**src/rtl/core/source_text_tokenizer_core_assert.svh**
```systemverilog
// Assertion macros for the tokenizer core RTL, included by stt_queue.
// Depends on i_clk and i_rst_n being present in the including module.
`ifndef SOURCE_TEXT_TOKENIZER_CORE_ASSERT_SVH
`define SOURCE_TEXT_TOKENIZER_CORE_ASSERT_SVH

// same-cycle implication, checked outside reset
`define STT_ASSERT_IMPLY(label, ante, cons) \
    label: assert property (@(posedge i_clk) disable iff (!i_rst_n) (ante) |-> (cons)) \
        else $error("tokenizer assertion failed");

// next-cycle implication, checked outside reset
`define STT_ASSERT_NEXT(label, ante, cons) \
    label: assert property (@(posedge i_clk) disable iff (!i_rst_n) (ante) |=> (cons)) \
        else $error("tokenizer assertion failed");

`endif

```
**src/rtl/core/stt_pkg.sv**
```systemverilog
// Types, constants and byte classifiers for the source text tokenizer core.
// No dependencies.
package stt_pkg;

    localparam int OFFSET_BITS = 16;
    localparam int OUT_W       = 16;
    localparam int EXT_W       = (OFFSET_BITS > OUT_W) ? OFFSET_BITS : OUT_W;
    localparam int QIDX_W      = 2;
    localparam int QDEPTH      = 1 << QIDX_W;

    localparam logic [OFFSET_BITS-1:0] POS_MAX  = '1;
    localparam logic [OUT_W-1:0]       OUT_CAP  = '1;

    localparam logic [7:0] CH_NUL   = 8'h00;
    localparam logic [7:0] CH_TAB   = 8'h09;
    localparam logic [7:0] CH_NL    = 8'h0A;
    localparam logic [7:0] CH_VT    = 8'h0B;
    localparam logic [7:0] CH_FF    = 8'h0C;
    localparam logic [7:0] CH_CR    = 8'h0D;
    localparam logic [7:0] CH_SPACE = 8'h20;
    localparam logic [7:0] CH_QUOTE = 8'h22;
    localparam logic [7:0] CH_LT    = 8'h3C;
    localparam logic [7:0] CH_EQ    = 8'h3D;
    localparam logic [7:0] CH_GT    = 8'h3E;
    localparam logic [7:0] CH_UNDER = 8'h5F;

    localparam logic [3:0] KIND_END    = 4'd0;
    localparam logic [3:0] KIND_NAME   = 4'd1;
    localparam logic [3:0] KIND_NUMBER = 4'd2;
    localparam logic [3:0] KIND_STRING = 4'd3;
    localparam logic [3:0] KIND_LT     = 4'd4;
    localparam logic [3:0] KIND_GT     = 4'd5;
    localparam logic [3:0] KIND_ASSIGN = 4'd6;
    localparam logic [3:0] KIND_LE     = 4'd7;
    localparam logic [3:0] KIND_GE     = 4'd8;
    localparam logic [3:0] KIND_EQUAL  = 4'd9;
    localparam logic [3:0] KIND_SINGLE = 4'd10;

    typedef enum logic [2:0] {
        MODE_IDLE,
        MODE_SPACE,
        MODE_NUMBER,
        MODE_NAME,
        MODE_STRING,
        MODE_COMPARE
    } t_mode;

    typedef enum logic [1:0] {
        CMP_NONE,
        CMP_LT,
        CMP_GT,
        CMP_EQ
    } t_cmp;

    typedef struct packed {
        logic [3:0]       token_kind;
        logic [7:0]       char_code;
        logic [OUT_W-1:0] start_offset;
        logic [OUT_W-1:0] token_length;
        logic [OUT_W-1:0] line_number;
        logic             newline_in_string;
        logic             unterminated_string;
    } t_token;

    typedef struct packed {
        t_token tok0;
        t_token tok1;
        logic   two;
    } t_entry;

    typedef struct packed {
        logic full;
        logic empty;
    } t_qstat;

    function automatic logic is_digit(input logic [7:0] b);
        return (b >= 8'h30) && (b <= 8'h39);
    endfunction

    function automatic logic is_letter(input logic [7:0] b);
        return ((b >= 8'h61) && (b <= 8'h7A)) || ((b >= 8'h41) && (b <= 8'h5A));
    endfunction

    function automatic logic is_space_start(input logic [7:0] b);
        return (b == CH_SPACE) || (b == CH_NL) || (b == CH_CR) || (b == CH_TAB) ||
               (b == CH_VT);
    endfunction

    function automatic logic is_space_any(input logic [7:0] b);
        return is_space_start(b) || (b == CH_FF);
    endfunction

    function automatic logic [OUT_W-1:0] cap_out(input logic [OFFSET_BITS-1:0] v);
        logic [EXT_W-1:0] ext;
        ext = EXT_W'(v);
        if (ext > EXT_W'(OUT_CAP)) begin
            return OUT_CAP;
        end
        return ext[OUT_W-1:0];
    endfunction

endpackage

```
**src/rtl/core/source_text_tokenizer_core.sv**
```systemverilog
// Streaming source text tokenizer: one byte in per cycle, one token out per cycle while i_out_ready holds.
// The scanner takes a byte every cycle while its four-entry token queue has room;
// a byte that closes a token and also forms a single-character or end token gives
// two results, and the output register drains them one per cycle, so a long run
// of such bytes is limited by the output side. A token closed by a byte is written
// into the queue and then loaded into the output register. Byte 0 ends the
// source, emits an end token and restarts the position at zero. No reset sweep.
module source_text_tokenizer_core (
    input  logic                      i_clk,
    input  logic                      i_rst_n,
    input  logic                      i_in_valid,
    output logic                      o_in_ready,
    input  logic [7:0]                i_byte_value,
    output logic                      o_out_valid,
    input  logic                      i_out_ready,
    output logic [3:0]                o_token_kind,
    output logic [7:0]                o_char_code,
    output logic [stt_pkg::OUT_W-1:0] o_start_offset,
    output logic [stt_pkg::OUT_W-1:0] o_token_length,
    output logic [stt_pkg::OUT_W-1:0] o_line_number,
    output logic                      o_newline_in_string,
    output logic                      o_unterminated_string,
    output logic                      o_last_of_run
);
    import stt_pkg::*;

    logic   push, pop;
    t_entry entry, head;
    t_qstat qstat;

    stt_front u_front (
        .i_clk        (i_clk),
        .i_rst_n      (i_rst_n),
        .i_in_valid   (i_in_valid),
        .o_in_ready   (o_in_ready),
        .i_byte_value (i_byte_value),
        .i_qstat      (qstat),
        .o_push       (push),
        .o_entry      (entry)
    );

    stt_queue u_queue (
        .i_clk   (i_clk),
        .i_rst_n (i_rst_n),
        .i_push  (push),
        .i_entry (entry),
        .i_pop   (pop),
        .o_head  (head),
        .o_qstat (qstat)
    );

    stt_back u_back (
        .i_clk                 (i_clk),
        .i_rst_n               (i_rst_n),
        .i_head                (head),
        .i_qstat               (qstat),
        .o_pop                 (pop),
        .o_out_valid           (o_out_valid),
        .i_out_ready           (i_out_ready),
        .o_token_kind          (o_token_kind),
        .o_char_code           (o_char_code),
        .o_start_offset        (o_start_offset),
        .o_token_length        (o_token_length),
        .o_line_number         (o_line_number),
        .o_newline_in_string   (o_newline_in_string),
        .o_unterminated_string (o_unterminated_string),
        .o_last_of_run         (o_last_of_run)
    );

endmodule

```
**src/rtl/core/stt_front.sv**
```systemverilog
// Scanner front end: takes source bytes, tracks token state and position,
// and pushes the zero, one or two tokens each byte closes. Uses stt_pkg.
module stt_front (
    input  logic           i_clk,
    input  logic           i_rst_n,
    input  logic           i_in_valid,
    output logic           o_in_ready,
    input  logic [7:0]     i_byte_value,
    input  stt_pkg::t_qstat i_qstat,
    output logic           o_push,
    output stt_pkg::t_entry o_entry
);
    import stt_pkg::*;

    t_mode                  r_mode, n_mode;
    t_cmp                   r_pending, n_pending;
    logic [OFFSET_BITS-1:0] r_token_start, n_token_start;
    logic [OFFSET_BITS-1:0] r_position, n_position;
    logic [OUT_W-1:0]       r_line, n_line;
    logic                   r_str_nl, n_str_nl;

    logic                   take;
    logic [7:0]             b;
    logic                   is_end, b_digit, b_letter, b_cmp, b_single;
    logic                   restart;
    logic [OFFSET_BITS-1:0] cur_len, pos_inc, close_len;
    logic [OUT_W-1:0]       line_inc;
    logic                   has_a, has_b;
    t_token                 tok_a, tok_b;

    assign b          = i_byte_value;
    assign o_in_ready = !i_qstat.full;
    assign take       = i_in_valid && o_in_ready;
    assign is_end     = (b == CH_NUL);
    assign b_digit    = is_digit(b);
    assign b_letter   = is_letter(b);
    assign b_cmp      = (b == CH_LT) || (b == CH_GT) || (b == CH_EQ);
    assign b_single   = !is_end && !b_digit && !b_letter && (b != CH_QUOTE) && !b_cmp &&
                        !is_space_start(b);
    assign cur_len    = (r_token_start > r_position) ? '0 : (r_position - r_token_start);
    assign pos_inc    = (r_position != POS_MAX) ? (r_position + 1'b1) : r_position;
    assign close_len  = pos_inc - r_token_start;
    assign line_inc   = (r_line != OUT_CAP) ? (r_line + 1'b1) : r_line;

    always_comb begin
        unique case (r_mode)
            MODE_SPACE:   restart = !is_space_any(b);
            MODE_NUMBER:  restart = !b_digit;
            MODE_NAME:    restart = !(b_letter || b_digit || (b == CH_UNDER));
            MODE_STRING:  restart = is_end;
            MODE_COMPARE: restart = (b != CH_EQ);
            default:      restart = 1'b1;
        endcase
    end

    // next state
    always_comb begin
        n_mode        = r_mode;
        n_pending     = r_pending;
        n_token_start = r_token_start;
        n_line        = r_line;
        n_str_nl      = r_str_nl;
        unique case (r_mode)
            MODE_SPACE: begin
                if (!restart && (b == CH_NL)) begin
                    n_line = line_inc;
                end
            end
            MODE_STRING: begin
                if (b == CH_QUOTE) begin
                    n_mode = MODE_IDLE;
                end else if (b == CH_NL) begin
                    n_str_nl = 1'b1;
                end
            end
            MODE_COMPARE: begin
                n_pending = CMP_NONE;
                if (!restart) begin
                    n_mode = MODE_IDLE;
                end
            end
            default: begin
            end
        endcase
        if (restart) begin
            n_mode = MODE_IDLE;
            if (b_digit) begin
                n_mode        = MODE_NUMBER;
                n_token_start = r_position;
            end else if (b_letter) begin
                n_mode        = MODE_NAME;
                n_token_start = r_position;
            end else if (b == CH_QUOTE) begin
                n_mode        = MODE_STRING;
                n_token_start = r_position;
                n_str_nl      = 1'b0;
            end else if (b_cmp) begin
                n_mode        = MODE_COMPARE;
                n_token_start = r_position;
                n_pending     = (b == CH_LT) ? CMP_LT : ((b == CH_GT) ? CMP_GT : CMP_EQ);
            end else if (is_space_start(b)) begin
                n_mode = MODE_SPACE;
                if (b == CH_NL) begin
                    n_line = line_inc;
                end
            end
        end
        if (is_end) begin
            n_mode     = MODE_IDLE;
            n_pending  = CMP_NONE;
            n_position = '0;
        end else begin
            n_position = pos_inc;
        end
    end

    // token outputs
    always_comb begin
        has_a = 1'b0;
        tok_a = '0;
        tok_a.start_offset = cap_out(r_token_start);
        tok_a.token_length = cap_out(cur_len);
        tok_a.line_number  = r_line;
        unique case (r_mode)
            MODE_NUMBER: begin
                has_a            = restart;
                tok_a.token_kind = KIND_NUMBER;
            end
            MODE_NAME: begin
                has_a            = restart;
                tok_a.token_kind = KIND_NAME;
            end
            MODE_STRING: begin
                has_a                     = is_end || (b == CH_QUOTE);
                tok_a.token_kind          = KIND_STRING;
                tok_a.token_length        = is_end ? cap_out(cur_len) : cap_out(close_len);
                tok_a.newline_in_string   = r_str_nl;
                tok_a.unterminated_string = is_end;
            end
            MODE_COMPARE: begin
                has_a              = 1'b1;
                tok_a.token_length = restart ? OUT_W'(1) : OUT_W'(2);
                unique case (r_pending)
                    CMP_GT:  tok_a.token_kind = restart ? KIND_GT : KIND_GE;
                    CMP_EQ:  tok_a.token_kind = restart ? KIND_ASSIGN : KIND_EQUAL;
                    default: tok_a.token_kind = restart ? KIND_LT : KIND_LE;
                endcase
            end
            default: begin
            end
        endcase

        has_b              = restart && (is_end || b_single);
        tok_b              = '0;
        tok_b.token_kind   = is_end ? KIND_END : KIND_SINGLE;
        tok_b.char_code    = is_end ? 8'h00 : b;
        tok_b.start_offset = cap_out(r_position);
        tok_b.token_length = is_end ? OUT_W'(0) : OUT_W'(1);
        tok_b.line_number  = r_line;

        o_entry.tok0 = has_a ? tok_a : tok_b;
        o_entry.tok1 = tok_b;
        o_entry.two  = has_a && has_b;
        o_push       = take && (has_a || has_b);
    end

    always_ff @(posedge i_clk) begin
        if (!i_rst_n) begin
            r_mode        <= MODE_IDLE;
            r_pending     <= CMP_NONE;
            r_token_start <= '0;
            r_position    <= '0;
            r_line        <= '0;
            r_str_nl      <= 1'b0;
        end else if (take) begin
            r_mode        <= n_mode;
            r_pending     <= n_pending;
            r_token_start <= n_token_start;
            r_position    <= n_position;
            r_line        <= n_line;
            r_str_nl      <= n_str_nl;
        end
    end

endmodule

```
**src/rtl/core/stt_queue.sv**
```systemverilog
// Short queue of token entries between the scanner and the output stage.
// Uses stt_pkg and the tokenizer assertion macros.
module stt_queue (
    input  logic            i_clk,
    input  logic            i_rst_n,
    input  logic            i_push,
    input  stt_pkg::t_entry i_entry,
    input  logic            i_pop,
    output stt_pkg::t_entry o_head,
    output stt_pkg::t_qstat o_qstat
);
    import stt_pkg::*;

    `include "source_text_tokenizer_core_assert.svh"

    t_entry            r_mem [QDEPTH];
    logic [QIDX_W-1:0] r_wr_ptr, r_rd_ptr;
    logic [QIDX_W:0]   r_count, n_count;

    assign o_head        = r_mem[r_rd_ptr];
    assign o_qstat.full  = (r_count == (QIDX_W+1)'(QDEPTH));
    assign o_qstat.empty = (r_count == '0);

    always_comb begin
        n_count = r_count;
        if (i_push && !i_pop) begin
            n_count = r_count + 1'b1;
        end else if (i_pop && !i_push) begin
            n_count = r_count - 1'b1;
        end
    end

    always_ff @(posedge i_clk) begin
        if (i_push) begin
            r_mem[r_wr_ptr] <= i_entry;
        end
    end

    always_ff @(posedge i_clk) begin
        if (!i_rst_n) begin
            r_wr_ptr <= '0;
            r_rd_ptr <= '0;
            r_count  <= '0;
        end else begin
            if (i_push) begin
                r_wr_ptr <= r_wr_ptr + 1'b1;
            end
            if (i_pop) begin
                r_rd_ptr <= r_rd_ptr + 1'b1;
            end
            r_count <= n_count;
        end
    end

    `STT_ASSERT_IMPLY(a_no_overflow, i_push, !o_qstat.full)
    `STT_ASSERT_IMPLY(a_no_underflow, i_pop, !o_qstat.empty)
    `STT_ASSERT_IMPLY(a_count_bound, 1'b1, r_count <= (QIDX_W+1)'(QDEPTH))
    `STT_ASSERT_NEXT(a_count_up, i_push && !i_pop, r_count == $past(r_count) + 1'b1)

endmodule

```
**src/rtl/core/stt_back.sv**
```systemverilog
// Output stage: splits queue entries into single tokens and holds each in
// an output register until the transfer completes. Uses stt_pkg.
module stt_back (
    input  logic                       i_clk,
    input  logic                       i_rst_n,
    input  stt_pkg::t_entry            i_head,
    input  stt_pkg::t_qstat            i_qstat,
    output logic                       o_pop,
    output logic                       o_out_valid,
    input  logic                       i_out_ready,
    output logic [3:0]                 o_token_kind,
    output logic [7:0]                 o_char_code,
    output logic [stt_pkg::OUT_W-1:0]  o_start_offset,
    output logic [stt_pkg::OUT_W-1:0]  o_token_length,
    output logic [stt_pkg::OUT_W-1:0]  o_line_number,
    output logic                       o_newline_in_string,
    output logic                       o_unterminated_string,
    output logic                       o_last_of_run
);
    import stt_pkg::*;

    logic   r_out_valid;
    logic   r_slot, n_slot;
    t_token r_tok;
    logic   r_last;
    logic   load, fetch, last_sel;
    t_token tok_sel;

    assign load     = !r_out_valid || i_out_ready;
    assign fetch    = load && !i_qstat.empty;
    assign tok_sel  = r_slot ? i_head.tok1 : i_head.tok0;
    assign last_sel = r_slot || !i_head.two;
    assign o_pop    = fetch && last_sel;
    assign n_slot   = fetch ? !last_sel : r_slot;

    always_ff @(posedge i_clk) begin
        if (!i_rst_n) begin
            r_out_valid <= 1'b0;
            r_slot      <= 1'b0;
        end else begin
            if (load) begin
                r_out_valid <= !i_qstat.empty;
            end
            r_slot <= n_slot;
        end
    end

    always_ff @(posedge i_clk) begin
        if (fetch) begin
            r_tok  <= tok_sel;
            r_last <= last_sel;
        end
    end

    assign o_out_valid           = r_out_valid;
    assign o_token_kind          = r_tok.token_kind;
    assign o_char_code           = r_tok.char_code;
    assign o_start_offset        = r_tok.start_offset;
    assign o_token_length        = r_tok.token_length;
    assign o_line_number         = r_tok.line_number;
    assign o_newline_in_string   = r_tok.newline_in_string;
    assign o_unterminated_string = r_tok.unterminated_string;
    assign o_last_of_run         = r_last;

endmodule

```
**config.mk**
```make
export PLATFORM = sky130hd
export DESIGN_NAME = source_text_tokenizer_core
export DESIGN_NICKNAME = d
export VERILOG_FILES = /design/src/rtl/core/stt_pkg.sv /design/src/rtl/core/source_text_tokenizer_core.sv /design/src/rtl/core/stt_front.sv /design/src/rtl/core/stt_queue.sv /design/src/rtl/core/stt_back.sv
export VERILOG_INCLUDE_DIRS = /design/src /design/src/rtl/core
export SDC_FILE = /design/constraint.sdc
export NUM_CORES = 1
export LEC_CHECK = 0
export BUFFER_PORTS_ARGS = -buffer_cell sky130_fd_sc_hd__buf_4
export CORE_MARGIN = 2
export CORE_UTILIZATION = 47
export CTS_BUF_LIST = sky130_fd_sc_hd__clkbuf_16
export CTS_CLUSTER_DIAMETER = 150
export DETAILED_ROUTE_END_ITERATION = 10
export GPL_TIMING_DRIVEN = 1
export PLACE_DENSITY = 0.65
export SLEW_MARGIN = 20
export SYNTH_ARGS = -nofsm -noshare
export SYNTH_HDL_FRONTEND = slang
export SYNTH_SLANG_ARGS = --single-unit
```
**constraint.sdc**
```tcl
create_clock -name i_clk -period 5.7 [get_ports i_clk]
set_input_delay 0.57 -clock i_clk [delete_from_list [all_inputs] [get_ports i_clk]]
set_output_delay 0.57 -clock i_clk [all_outputs]
set_load 0.02 [all_outputs]
```
Word level (Yosys, flattened, before mapping)
Memories as Yosys holds them, arrays and structs flattened. A register that Yosys moved wholly into a read port is not among the register bits.
Index checks and enable logic that the tools add are counted.

cells by class
  reduce and logical (&&, ||, !) cells = 55
  add/subtract/negate cells = 8
  eq/ne operators = 24
  order comparisons = 11
  muxes and demuxes = 79

operators by type and width
  cell                                                                              count
  16-bit 2-to-1 mux                                                                 27
  62-bit 2-to-1 mux                                                                 2
  16-bit greater-than comparator, second input constant                             4
  8-bit by 4-bit == test with 1-bit output, second input constant                   5
  8-bit by 6-bit == test with 1-bit output, second input constant                   5
  16-bit by 1-bit adder with 16-bit output, second input constant                   2
  16-bit inequality test, second input constant                                     2
  16-bit case mux with 2 select lines                                               1
  16-bit subtractor                                                                 2
  3-bit 2-to-1 mux                                                                  9
  2-bit 2-to-1 mux                                                                  13
  1-bit 2-to-1 mux                                                                  18
  1-bit logical AND                                                                 17
  8-bit by 7-bit >= comparator with 1-bit output, second input constant             2
  16-bit greater-than comparator                                                    1
  8-bit by 7-bit less-or-equal comparator with 1-bit output, second input constant  2
  8-bit by 6-bit inequality test with 1-bit output, second input constant           2
  4-bit case mux with 4 select lines                                                1
  1-bit zero test                                                                   15
  1-bit logical OR                                                                  15
  4-bit 2-to-1 mux                                                                  3
  3-bit == test, second input constant                                              3
  8-bit by 7-bit == test with 1-bit output, second input constant                   1
  8-bit by 6-bit >= comparator with 1-bit output, second input constant             1
  19 further kinds                                                                  24

word-level totals
  bits in registers = 126
  output and inout port bits = 65
  memories = 1
  RAM bits = 432

memories
  memory         depth  bits a word  rd ports  clocked after memory_dff  wr ports  line             text
  u_queue.r_mem  4      108          1         1                         1         stt_queue.sv:16  t_entry r_mem [QDEPTH];

Logic depth before layout (Yosys ltp)
Gate-level depths: netlist of the first run.

  word-level depth = 19
  depth in mapped cells = 16
  gate-level depth less buffers = 16

By module
A second synthesis of the first run with hierarchy kept.

unflattened totals
  cells, all modules = 1574
  area total of the unflattened synthesis = 26774.4 sq um

by module, submodules not included
  module     cells each  instances  area each (sq um)
  stt_queue  696         1          18450.2
  stt_front  734         1          5340.1
  stt_back   144         1          2984.1

Worst setup path before layout of the first run
Ideal clock, no wire load.

  kind = input -> register
  start = in i_out_ready
  end = reg u_queue.r_count[2]
  arrival = 5.207 ns
  cell stages on the path = 10
  slack = 0.422 ns
  buffers on the path = 0
  path through = inv_1 -> a21oi_1 -> and2_1 -> inv_1 -> ha_1 -> inv_1 -> fa_1 -> xor2_1 -> or3_1 -> a21oi_1

on the way
  word-level cells in the longest chain between the ends = 6

ends and longest elaborated chain
  element                                                        line                              text
  start: declaration                                             source_text_tokenizer_core.sv:15  input logic i_out_ready,
  1-bit logical OR (*)                                           stt_back.sv:29                    assign load = !r_out_valid || i_out_ready;
  1-bit logical AND (*)                                          stt_back.sv:30                    assign fetch = load && !i_qstat.empty;
  named net u_back.fetch                                         stt_back.sv:26                    logic load, fetch, last_sel;
  1-bit logical AND (*)                                          stt_back.sv:33                    assign o_pop = fetch && last_sel;
  1-bit zero test                                                stt_queue.sv:26                   if (i_push && !i_pop) begin
  1-bit logical AND                                              stt_queue.sv:26
  3-bit 2-to-1 mux / 2-bit nonzero test (equally long branches)  n/a
  end signal: assignment                                         stt_queue.sv:51                   r_count <= n_count;
  end: declaration                                               stt_queue.sv:18                   logic [QIDX_W:0] r_count, n_count;

Mark *: on every way through the listed nets, which the timed path passes. The rest lies on a longest branch.
A chain may end at the register's enable or synchronous reset.

==> results of run 1 <==
## placed cells by master (no fill, tap or decap), types with 14 or more instances in the layout
master       n
edfxtp_1   415
nor2_1     102
buf_4       90
mux4_2      88
nand2_1     70
dfxtp_1     62
a21oi_1     51
o21ai_0     51
inv_1       50
clkbuf_16   49
ha_1        38
xnor2_1     32
nor3_1      29
nor2b_1     29
mux2_2      28
nand3_1     24
mux2i_1     19
a22oi_1     15
and2_1      14
and3_1      14
## cells by family (layout without fill, tap and decap cells)
family | after synthesis | in the layout
compound gates | 185 | 185
xor+xnor | 44 | 44
fa+ha+maj | 41 | 41
buf+inv | 108 | 222
flops | 480 | 480
mux | 135 | 135
simple gates | 349 | 349
## cells in the mapped netlist (all sizes together) (7+ instances only)
library cell / count
edfxtp: 415
nor2: 104
mux4: 88
nand2: 70
dfxtp: 65
a21oi: 53
o21ai: 52
clkbuf: 50
inv: 41
ha: 38
nor3: 32
xnor2: 32
nor2b: 29
mux2: 28
nand3: 24
mux2i: 19
and2: 18
buf: 17
a22oi: 15
and3: 14
nand2b: 13
xor2: 12
o31ai: 11
nand4: 9
o21a: 9
a31oi: 8
or3: 7
## registers in the layout (all words and copies together), names as in the netlist, named ones only
register	count
u_queue.r_count	3
u_back.o_out_valid	1
u_back.o_unterminated_string	1
u_front.r_line	16
u_front.r_str_nl	1
u_front.r_position	16
u_back.o_token_kind	4
u_queue.r_wr_ptr	2
u_back.o_start_offset	16
u_front.r_pending	2
u_front.r_mode	3
u_queue.r_mem	352
u_back.o_line_number	16
u_back.o_newline_in_string	1
u_back.o_token_length	16
u_queue.r_rd_ptr	2
u_back.o_char_code	8
u_front.r_token_start	16
u_back.o_last_of_run	1
u_back.r_slot	1
## final timing paths
path / end / from / depth (start not counted)
setup / recovery: u_queue.r_mem[3][78] / u_front.r_position[3] / 14
hold / removal: u_queue.r_mem[1][40] / i_byte_value[6] / 1
setup reg to reg: u_queue.r_mem[3][78] / u_front.r_position[3] / 14
hold reg to reg: u_front.r_token_start[11] / u_front.r_token_start[11] / 2
## routing by layer
| layer | vias up | GRT usage, % |
|---|---|---|
| met2 | 250 | 32.9 |
| met5 | - | 0 |
| met1 | 5866 | 25.8 |
| li1 | 5319 | - |
| met3 | 72 | 3.44 |
| met4 | 0 | 5.31 |
## power groups by stage
stage	Combinational, mW	Sequential (mW)	Clock, mW
2_1_floorplan	1.15	5.00	0
3_3_place_gp	2.23	4.70	0
3_5_place_dp	2.24	4.72	0
4_1_cts	2.25	4.65	3.16
5_1_grt	2.37	4.69	3.29
6_report	2.19	4.64	3.08
## final cells by class
cell class,instances,area share (%)
flip-flops and latches,480,59.0
multi-input cells,754,27.4
clock buffers,49,5.26
repair buffers,93,3.15
well taps,585,3.14
clock inverters,39,1.40
inverters,41,0.660
==> impl_results.md, run 1 <==
- Status: finished clean
- Flops & latches, synth: 480
- Combinational share of power: roughly 22%
- Syn avg cell area: approximately 15 sq um
- Period utilization: around four fifths
- # hold bufs at CTS: 0
- Die area: 45400 sq um
- IO Port Bufs: 76
- Metal-1 WL: approximately 18 mm
- Grt total ovfl: 0
- # setup viols final: 0
- Die Y: roughly 210 microns
- Sw Ratio: 27.5%
- Initial Utilization: roughly 48%
- Main area contributors after synthesis: edfxtp_1 61%, mux4_2 9.6%, dfxtp_1 6.3%, ha_1 2.3%, nor2_1 1.9%
- Slew HR: approximately 30%
- Synthesized cell area: between 20000 and 25000 sq um
- Clock Pin Slew Worst Setup and Hold Paths: around 60 ps
- First-pass GRT wire length: around 66 mm
- Psw: 2.72 mW
- Synth area leader: edfxtp_1
- Placer Congestion: between 0.8 and 0.9
- Gate Count Post-Synth: 1342
- Antenna Cells: 0
- Max Buffers Root-to-Sink: 3
- Worst slew pin tran: between 1000 and 1500 ps
- Hold Slack: between 200 and 300 ps
- WP data required: approximately 6000 ps
- Power, Total: ~10 mW
- Setup TNS: 0 ps
- Reg power frac: 46.8%
- Max layer used: met4
- CP max stage delay: approximately 700 ps
- GRT Total Usage: around a fifth
- TritonCTS clock tree: built
- Pre-CTS setup slack: between 1000 and 1500 ps
- Hold crit path type: input port to flop
- Drt first pass iters: 5
- Final ANT Viol Nets: 0
- Proportion of synthesized area in mux cells: 12.1%
- Nets: 1472
- Vias per inst: about 5.6
- Fin cells: between 2k and 2.5k
- CP top delay family: compound AO/OA/AOI/OAI gates
- Fraction of layout cells with a size suffix above 1: between 20% and 30%
- CTS buffer count: between 40 and 50
- PwrDens: roughly 420 nW/um^2
- P_leak: just under 8 nW
- P&R area growth vs syn: 13.5%
- Max Transition Viols Final: 0
- Die Wd: approximately 210 microns
- H-tree Lvls: 2
- Drt total wl: 43.0 mm
- Register area share after synthesis: around 67%
- Routed vias: approximately 12k
- WL/cell: 21.0 microns
- I/O pin total: 77
- CP cell instances: nand4_1, nor4_1, a31oi_1, nand4_1, xnor2_1, ha_1, o21a_1, o21ai_0, o21bai_1, a21oi_1, o41ai_1, o21a_1, or4_1, nand3_1
- Clock Power Share: between 30% and 40%
- Register area: about 14000 sq um
- Post-layout minimum cycle time: between 4000 and 5000 ps
- Area of the multi-input gates: 6380 sq um
- Slowest cell on the critical path: nor4_1
- Initial antenna violation count: 0
- Post-CTS sizing: 0
- Dpl hpwl: 26.7 mm
- Critical path data arrival time: just under 5000 ps
- Final Hold Violating Endpoints: 0
- Layout Utilization: a little over half
- Flop2flop setup slack: 1120 ps
- Synth Area in XOR/XNOR: 1.88%
- Fmax: roughly 0.22 GHz
- Max_cap viols: 0
- Internal power: 7.19 mW
- Asr flop ratio synth: 0%
- Critical path fanouts, max: 15
- Met3 WL: about 2.1 mm
- Distinct cells, synth: 73
- Post-synth top area share: roughly 60%
- Buf+Inv Stages, Crit Path: 0
- Core Region: between 40000 and 50000 sq um
- Met2 wire length: between 20 and 25 mm
- CP Capture Type: flop
- Vias in the first global route: around 12k
- Cell area after layout: around 23000 sq um
- Predominant post-synthesis flop cell: edfxtp_1
- Yosys warning total: 0
- RSZ-0062 raised after global routing: false
- Setup WS post-layout: 1120 ps
- 1st-iter DRT viols: approximately 900
- FILL cells: ~3.5k
- Main combinational cell family by area after synthesis: multiplexers
- Area of placed instances: between 20000 and 25000 sq um
- Postcts setup bufs: 0
- Largest net degree at the start of global routing: between 50 and 60
- Simple logic cell fraction of the synthesized area: under 10%
- Cell count after placement: between 1.5k and 2k
- Adder-Cell Fraction of Synth Area: around 2.6%
- Startpoint types: flop
- CTS root buf: clkbuf_16
- Mapped Nets: between 1k and 1.5k
- Skew-Pair Late Insertion Delay: between 500 and 600 ps
- Clock skew: about 21 ps
- Clock sink count: between 400 and 500
- Synth Area in Compound Gates: ~5.7%
- Critical path type: flop to flop
- VDD IR max: approximately 0.34 mV
- DRC: 0
- EDFF count, synth: 415
- Row cnt: 76
Note: power is estimated with default switching activity, not from simulation.
==> inputs of run 2 (changes only) <==
==> constraint.sdc (replaced) <==
create_clock -name i_clk -period 4.4 [get_ports i_clk]
set_input_delay 0.44 -clock i_clk [delete_from_list [all_inputs] [get_ports i_clk]]
set_output_delay 0.44 -clock i_clk [all_outputs]
set_load 0.02 [all_outputs]
==> impl_results.md, run 2 (synthesis gave the netlist of run 1 again) <==
- Hold crit path type: input port to flop (unchanged)
- Final Hold Violating Endpoints: 0 (unchanged)
- WL/cell: 21.2 microns (was 21.0 microns)
- RSZ-0062 raised after global routing: false (unchanged)
- Critical path data arrival time: 4400 ps (was 4890 ps)
- # hold bufs at CTS: 0 (unchanged)
- Max FFs per register: 352 (unchanged)
- Area of placed instances: 22000 sq um (was 21800 sq um)
- Hold Slack: 96.9 ps (was 250 ps)
- Most frequent cells in the layout: 415 x edfxtp_1, 102 x nor2_1, 100 x buf_4 (was 415 x edfxtp_1, 102 x nor2_1, 90 x buf_4)
- Sw Ratio: 27.2% (was 27.5%)
- Initial Utilization: 47.7% (unchanged)
- Vias per inst: 5.60 (was 5.64)
- Most common cell after layout, fill and taps aside: edfxtp_1 (unchanged)
- Die area: 45400 sq um (unchanged)
- Dpl hpwl: 27.2 mm (was 26.7 mm)
- Die Wd: 213 microns (unchanged)
- Worst slew pin tran: 950 ps (was 1050 ps)
- Max Buffers Root-to-Sink: 3 (unchanged)
- Clock Pin Slew Worst Setup and Hold Paths: 60 ps (about the same)
- CP Capture Type: flop (unchanged)
- Routed vias: 11.5k (about the same)
- Slew HR: 36.2% (was 29.8%)
- Combinational share of power: 21.6% (was 22.1%)
- Grt total ovfl: 0 (unchanged)
- Post-CTS sizing: 0 (unchanged)
- Nets: 1491 (was 1472)
- Critical path fanouts, max: 10 (was 15)
- I/O pin total: 77 (unchanged)
- Skew-Pair Late Insertion Delay: 580 ps (was 590 ps)
- Setup TNS: 0 ps (unchanged)
- Fraction of layout cells with a size suffix above 1: 22.4% (was 21.2%)
- PwrDens: 551 nW/um^2 (was 425 nW/um^2)
- Fmax: 0.252 GHz (was 0.218 GHz)
- Initial antenna violation count: 0 (unchanged)
- Cell area after layout: 23600 sq um (was 23300 sq um)
- Clock Power Share: 31.8% (was 31.1%)
- WP data required: 4820 ps (was 6010 ps)
- Drt first pass iters: 4 (was 5)
- CTS root buf: clkbuf_16 (unchanged)
- CTS buffer count: 50 (was 49)
- Antenna Cells: 0 (unchanged)
- Post-layout minimum cycle time: 3980 ps (was 4580 ps)
- # setup viols final: 0 (unchanged)
- Reg power frac: 46.6% (was 46.8%)
- Row cnt: 76 (unchanged)
- Final ANT Viol Nets: 0 (unchanged)
- Biggest register: u_queue.r_mem (unchanged)
- Largest net degree at the start of global routing: 88 (was 57)
- Fin cells: 2062 (was 2041)
- VDD IR max: 0.331 mV (was 0.337 mV)
- P_leak: 7.99 nW (was 7.83 nW)
- 1st-iter DRT viols: 769 (was 902)
- Psw: 3.54 mW (was 2.72 mW)
- IO Port Bufs: 76 (unchanged)
- Status: finished clean (unchanged)
- Max Transition Viols Final: 0 (unchanged)
- H-tree Lvls: 2 (unchanged)
- Internal power: 9.48 mW (was 7.19 mW)
- Postcts setup bufs: 0 (unchanged)
- Vias in the first global route: 11.7k (was 11.6k)
- P&R area growth vs syn: 15.1% (was 13.5%)
- First-pass GRT wire length: 68.1 mm (was 66.5 mm)
- DRC: 0 (unchanged)
- Clock sink count: 480 (unchanged)
- TritonCTS clock tree: built (unchanged)
- Critical path type: flop to flop (unchanged)
- GRT Total Usage: 19.7% (was 19.4%)
- Startpoint types: flop (unchanged)
- Placer Congestion: 0.858 (was 0.881)
- Drt total wl: 43.6 mm (was 43.0 mm)
- Die Y: 213 microns (unchanged)
- Core Region: 43100 sq um (unchanged)
- Max_cap viols: 0 (unchanged)
- Period utilization: 90.4% (was 80.3%)
- Clock skew: 25.6 ps (was 20.8 ps)
- Cell count after placement: 1971 (was 1953)
run 2: changes by cell type in the layout (fill, tap and decap cells not counted), moves of 2 or more:
cell and change:
buf_4 +10, buf_12 +8, clkbuf_16 +2, clkinv_1 +2
clkinv_4 +2, clkinv_8 -2, inv_1 -2
run 2: power groups by stage:
stage                     sequential, mW  clock [mW]  combinational (mW)
after floorplan                     6.44           0                1.49
after global placement              6.15           0                2.85
after detailed placement            6.16           0                2.87
after CTS                           6.08        4.23                2.89
after global routing                6.13        4.41                3.05
final                               6.06        4.14                2.82
run 2: final timing paths:
check | startpoint | to | slack (ps) | cells past startpoint
min reg2reg | u_front.r_token_start[7] | u_front.r_token_start[7] | 490 | 2
min | i_byte_value[7] | u_queue.r_mem[0][41] | 100 | 1
max | u_front.r_position[6] | u_queue.r_mem[2][78] | 420 | 15
max reg2reg | u_front.r_position[6] | u_queue.r_mem[2][78] | 420 | 15
run 2: metal layers:
layer / track usage (%) / up-vias / routed length (microns)
met5: 0 / - / 0
met1: 26.4 / 5917 / 19300
li1: - / 5354 / -
met3: 2.72 / 57 / 1500
met4: 5.88 / 0 / 738
met2: 33.5 / 217 / 22100
run 2: cell type report:
type | count | area (sq um)
clock buffers | 51 | 1280
repair buffers | 111 | 971
fillers | 3432 | 19400
inverters | 41 | 155
multi-input cells | 754 | 6390
clock inverters | 40 | 345
flip-flops and latches | 480 | 13800
well taps | 585 | 732
run 2: critical path, stage by stage (launching register included):
cell and delay, ps:
dfxtp_1 500, nand4_1 320, nor4_1 310, nand3_1 120, buf_4 210, xnor2_1 130, ha_1 220, fa_1 400
nor2b_1 210, o31a_1 200, o21bai_1 110, a21oi_1 250, o41ai_2 120, o21a_1 210, or4_1 390, nand3_1 130
run 2: stage by stage:
step	total power, mW	utilization [%]	worst slack [ps]
global route	13.6	54.9	81.9
floorplan	7.93	-	587
finish	13.0	54.9	425
detailed placement	9.04	51.1	396
CTS	13.2	54.9	348
global placement	8.99	51.1	467
==> inputs of run 3 (changes only) <==
--- a/config.mk
+++ b/config.mk
@@ -7,13 +7,15 @@
 export NUM_CORES = 1
 export LEC_CHECK = 0
 export BUFFER_PORTS_ARGS = -buffer_cell sky130_fd_sc_hd__buf_4
+export CELL_PAD_IN_SITES_DETAIL_PLACEMENT = 0
+export CELL_PAD_IN_SITES_GLOBAL_PLACEMENT = 1
 export CORE_MARGIN = 2
 export CORE_UTILIZATION = 47
-export CTS_BUF_LIST = sky130_fd_sc_hd__clkbuf_16
+export CTS_BUF_LIST = sky130_fd_sc_hd__clkbuf_4 sky130_fd_sc_hd__clkbuf_8
 export CTS_CLUSTER_DIAMETER = 150
 export DETAILED_ROUTE_END_ITERATION = 10
 export GPL_TIMING_DRIVEN = 1
-export PLACE_DENSITY = 0.65
+export PLACE_DENSITY = 0.74
 export SLEW_MARGIN = 20
 export SYNTH_ARGS = -nofsm -noshare
 export SYNTH_HDL_FRONTEND = slang
==> impl_results.md, run 3 (synthesis gave the netlist of run 1 again) <==
- Antenna Cells: 0 (unchanged)
- Setup WS post-layout: 456 ps (was 425 ps)
- Die area: 45400 sq um (unchanged)
- PwrDens: 543 nW/um^2 (was 551 nW/um^2)
- Critical path fanouts, max: 12 (was 10)
- Most frequent cells in the layout: 415 x edfxtp_1, 108 x buf_4, 102 x nor2_1 (was 415 x edfxtp_1, 102 x nor2_1, 100 x buf_4)
- P_leak: 8.04 nW (was 7.99 nW)
- Most common cell after layout, fill and taps aside: edfxtp_1 (unchanged)
- CP max stage delay: 550 ps (was 500 ps)
- I/O pin total: 77 (unchanged)
- Placer Congestion: 0.839 (was 0.858)
- WL/cell: 20.7 microns (was 21.2 microns)
- Clock sink count: 480 (unchanged)
- Critical path data arrival time: 4400 ps (about the same)
- Startpoint types: flop (unchanged)
- Status: finished clean (unchanged)
- Vias per inst: 5.53 (was 5.60)
- Postcts setup bufs: 0 (unchanged)
- CTS buffer count: 78 (was 50)
- GRT Total Usage: 19.9% (was 19.7%)
- Max FFs per register: 352 (unchanged)
- Core Region: 43100 sq um (unchanged)
- Pre-CTS setup slack: 565 ps (was 396 ps)
- Drt total wl: 43.8 mm (was 43.6 mm)
- First-pass GRT wire length: 67.9 mm (was 68.1 mm)
- Nets: 1523 (was 1491)
- Fmax: 0.254 GHz (was 0.252 GHz)
- CP Capture Type: flop (unchanged)
- Largest net degree at the start of global routing: 88 (unchanged)
- WP data required: 4860 ps (was 4820 ps)
- Clock skew: 36.4 ps (was 25.6 ps)
- Row cnt: 76 (unchanged)
- RSZ-0062 raised after global routing: false (unchanged)
- TritonCTS clock tree: built (unchanged)
- IO Port Bufs: 76 (unchanged)
- Most numerous cell on the critical path: nand3_1 (unchanged)
- CP cell instances: nand4_1, nor4_1, nand3_1, buf_4, xnor2_1, ha_1, fa_1, nor2b_1, o31a_1, o21bai_1, a21oi_1, o41ai_2, o21a_1, or4_1, nand3_1 (unchanged)
- Post-layout minimum cycle time: 3940 ps (was 3980 ps)
- Routed vias: 11.7k (was 11.5k)
- CTS root buf: clkbuf_8 (was clkbuf_16)
- VDD IR max: 0.305 mV (was 0.331 mV)
- Setup TNS: 0 ps (unchanged)
- Grt total ovfl: 0 (unchanged)
- DRC: 0 (unchanged)
- Final ANT Viol Nets: 0 (unchanged)
- Slowest cell on the critical path: dfxtp_1 (unchanged)
- Max Buffers Root-to-Sink: 3 (unchanged)
- # setup viols final: 0 (unchanged)
- Vias in the first global route: 11.9k (was 11.7k)
- Clock Pin Slew Worst Setup and Hold Paths: 60 ps (about the same)
- Slew HR: 29.0% (was 36.2%)
- Initial antenna violation count: 0 (unchanged)
- CP top delay family: simple AND/OR/NAND/NOR gates (unchanged)
- Buf+Inv Stages, Crit Path: 1 (unchanged)
- Die Y: 213 microns (unchanged)
- # hold bufs at CTS: 0 (unchanged)
- Dpl hpwl: 27.2 mm (about the same)
- Final Hold Violating Endpoints: 0 (unchanged)
- Critical path type: flop to flop (unchanged)
- 1st-iter DRT viols: 886 (was 769)
- P&R area growth vs syn: 15.1% (about the same)
- Die Wd: 213 microns (unchanged)
- Worst slew pin tran: 1060 ps (was 950 ps)
- Power, Total: 12.8 mW (was 13.0 mW)
- Initial Utilization: 47.7% (unchanged)
- Drt first pass iters: 5 (was 4)
- Max_cap viols: 0 (unchanged)
- Fraction of layout cells with a size suffix above 1: 26.0% (was 22.4%)
- Hold crit path type: input port to flop (unchanged)
- Period utilization: 89.6% (was 90.4%)
- Biggest register: u_queue.r_mem (unchanged)
- Max Transition Viols Final: 0 (unchanged)
- H-tree Lvls: 3 (was 2)
- Skew-Pair Late Insertion Delay: 630 ps (was 580 ps)
## run 3: path summary, 6_finish.rpt
kind                       startpoint                       end  slack (ps)  cells past startpoint
max             u_front.r_position[7]      u_queue.r_mem[2][78]         460                     15
min                   i_byte_value[7]      u_queue.r_mem[0][41]          70                      1
max reg2reg     u_front.r_position[7]      u_queue.r_mem[2][78]         460                     15
min reg2reg  u_front.r_token_start[7]  u_front.r_token_start[7]         490                      2
## run 3: worst register-to-register path: cells and delay by family (launching register included)
family | cells | cell delay [ps]
compound gates | 5 | 950
xor+xnor | 1 | 130
fa+ha+maj | 2 | 600
buf+inv | 1 | 190
flops | 1 | 550
simple gates | 6 | 1370
## run 3: metrics by stage
step | instance area [sq um] | hold slack (ps) | util (%) | cells
floorplan | 20600 | 454 | - | 1342
global placement | 22000 | 467 | 51.1 | 1975
detailed placement | 22000 | 481 | 51.1 | 1975
CTS | 23600 | 25.2 | 54.9 | 2118
global route | 23700 | 49.5 | 54.9 | 2118
finish | 23700 | 73.9 | 54.9 | 2118
## run 3: what timing repair did
item / in CTS / in global routing
resized for setup: 0 / 1
endpoints found under the setup margin: 0 / 4
endpoints found under the hold margin: 0 / 0
## run 3: area by class of cell
type | count | area (sq um)
fillers | 3485 | 19400
flip-flops and latches | 480 | 13800
multi-input cells | 754 | 6400
clock buffers | 122 | 1490
repair buffers | 115 | 951
well taps | 585 | 732
clock inverters | 21 | 155
inverters | 41 | 155
## run 3: layer usage
metal / part of all wire (%) / vias to the layer above / wire length [microns] / track usage (%)
met5: 0 / - / 0 / 0
met4: 1.8 / 0 / 794 / 6.58
met3: 4.5 / 61 / 1980 / 3.31
met2: 49 / 260 / 21600 / 33.3
met1: 44 / 5960 / 19500 / 26.8
li1: - / 5438 / - / -
## run 3: power breakdown
group	internal [mW]	switching [mW]
Combinational	1.25	1.67
Clock	2.27	1.69
Sequential	5.77	0.193
Total	9.28	3.55
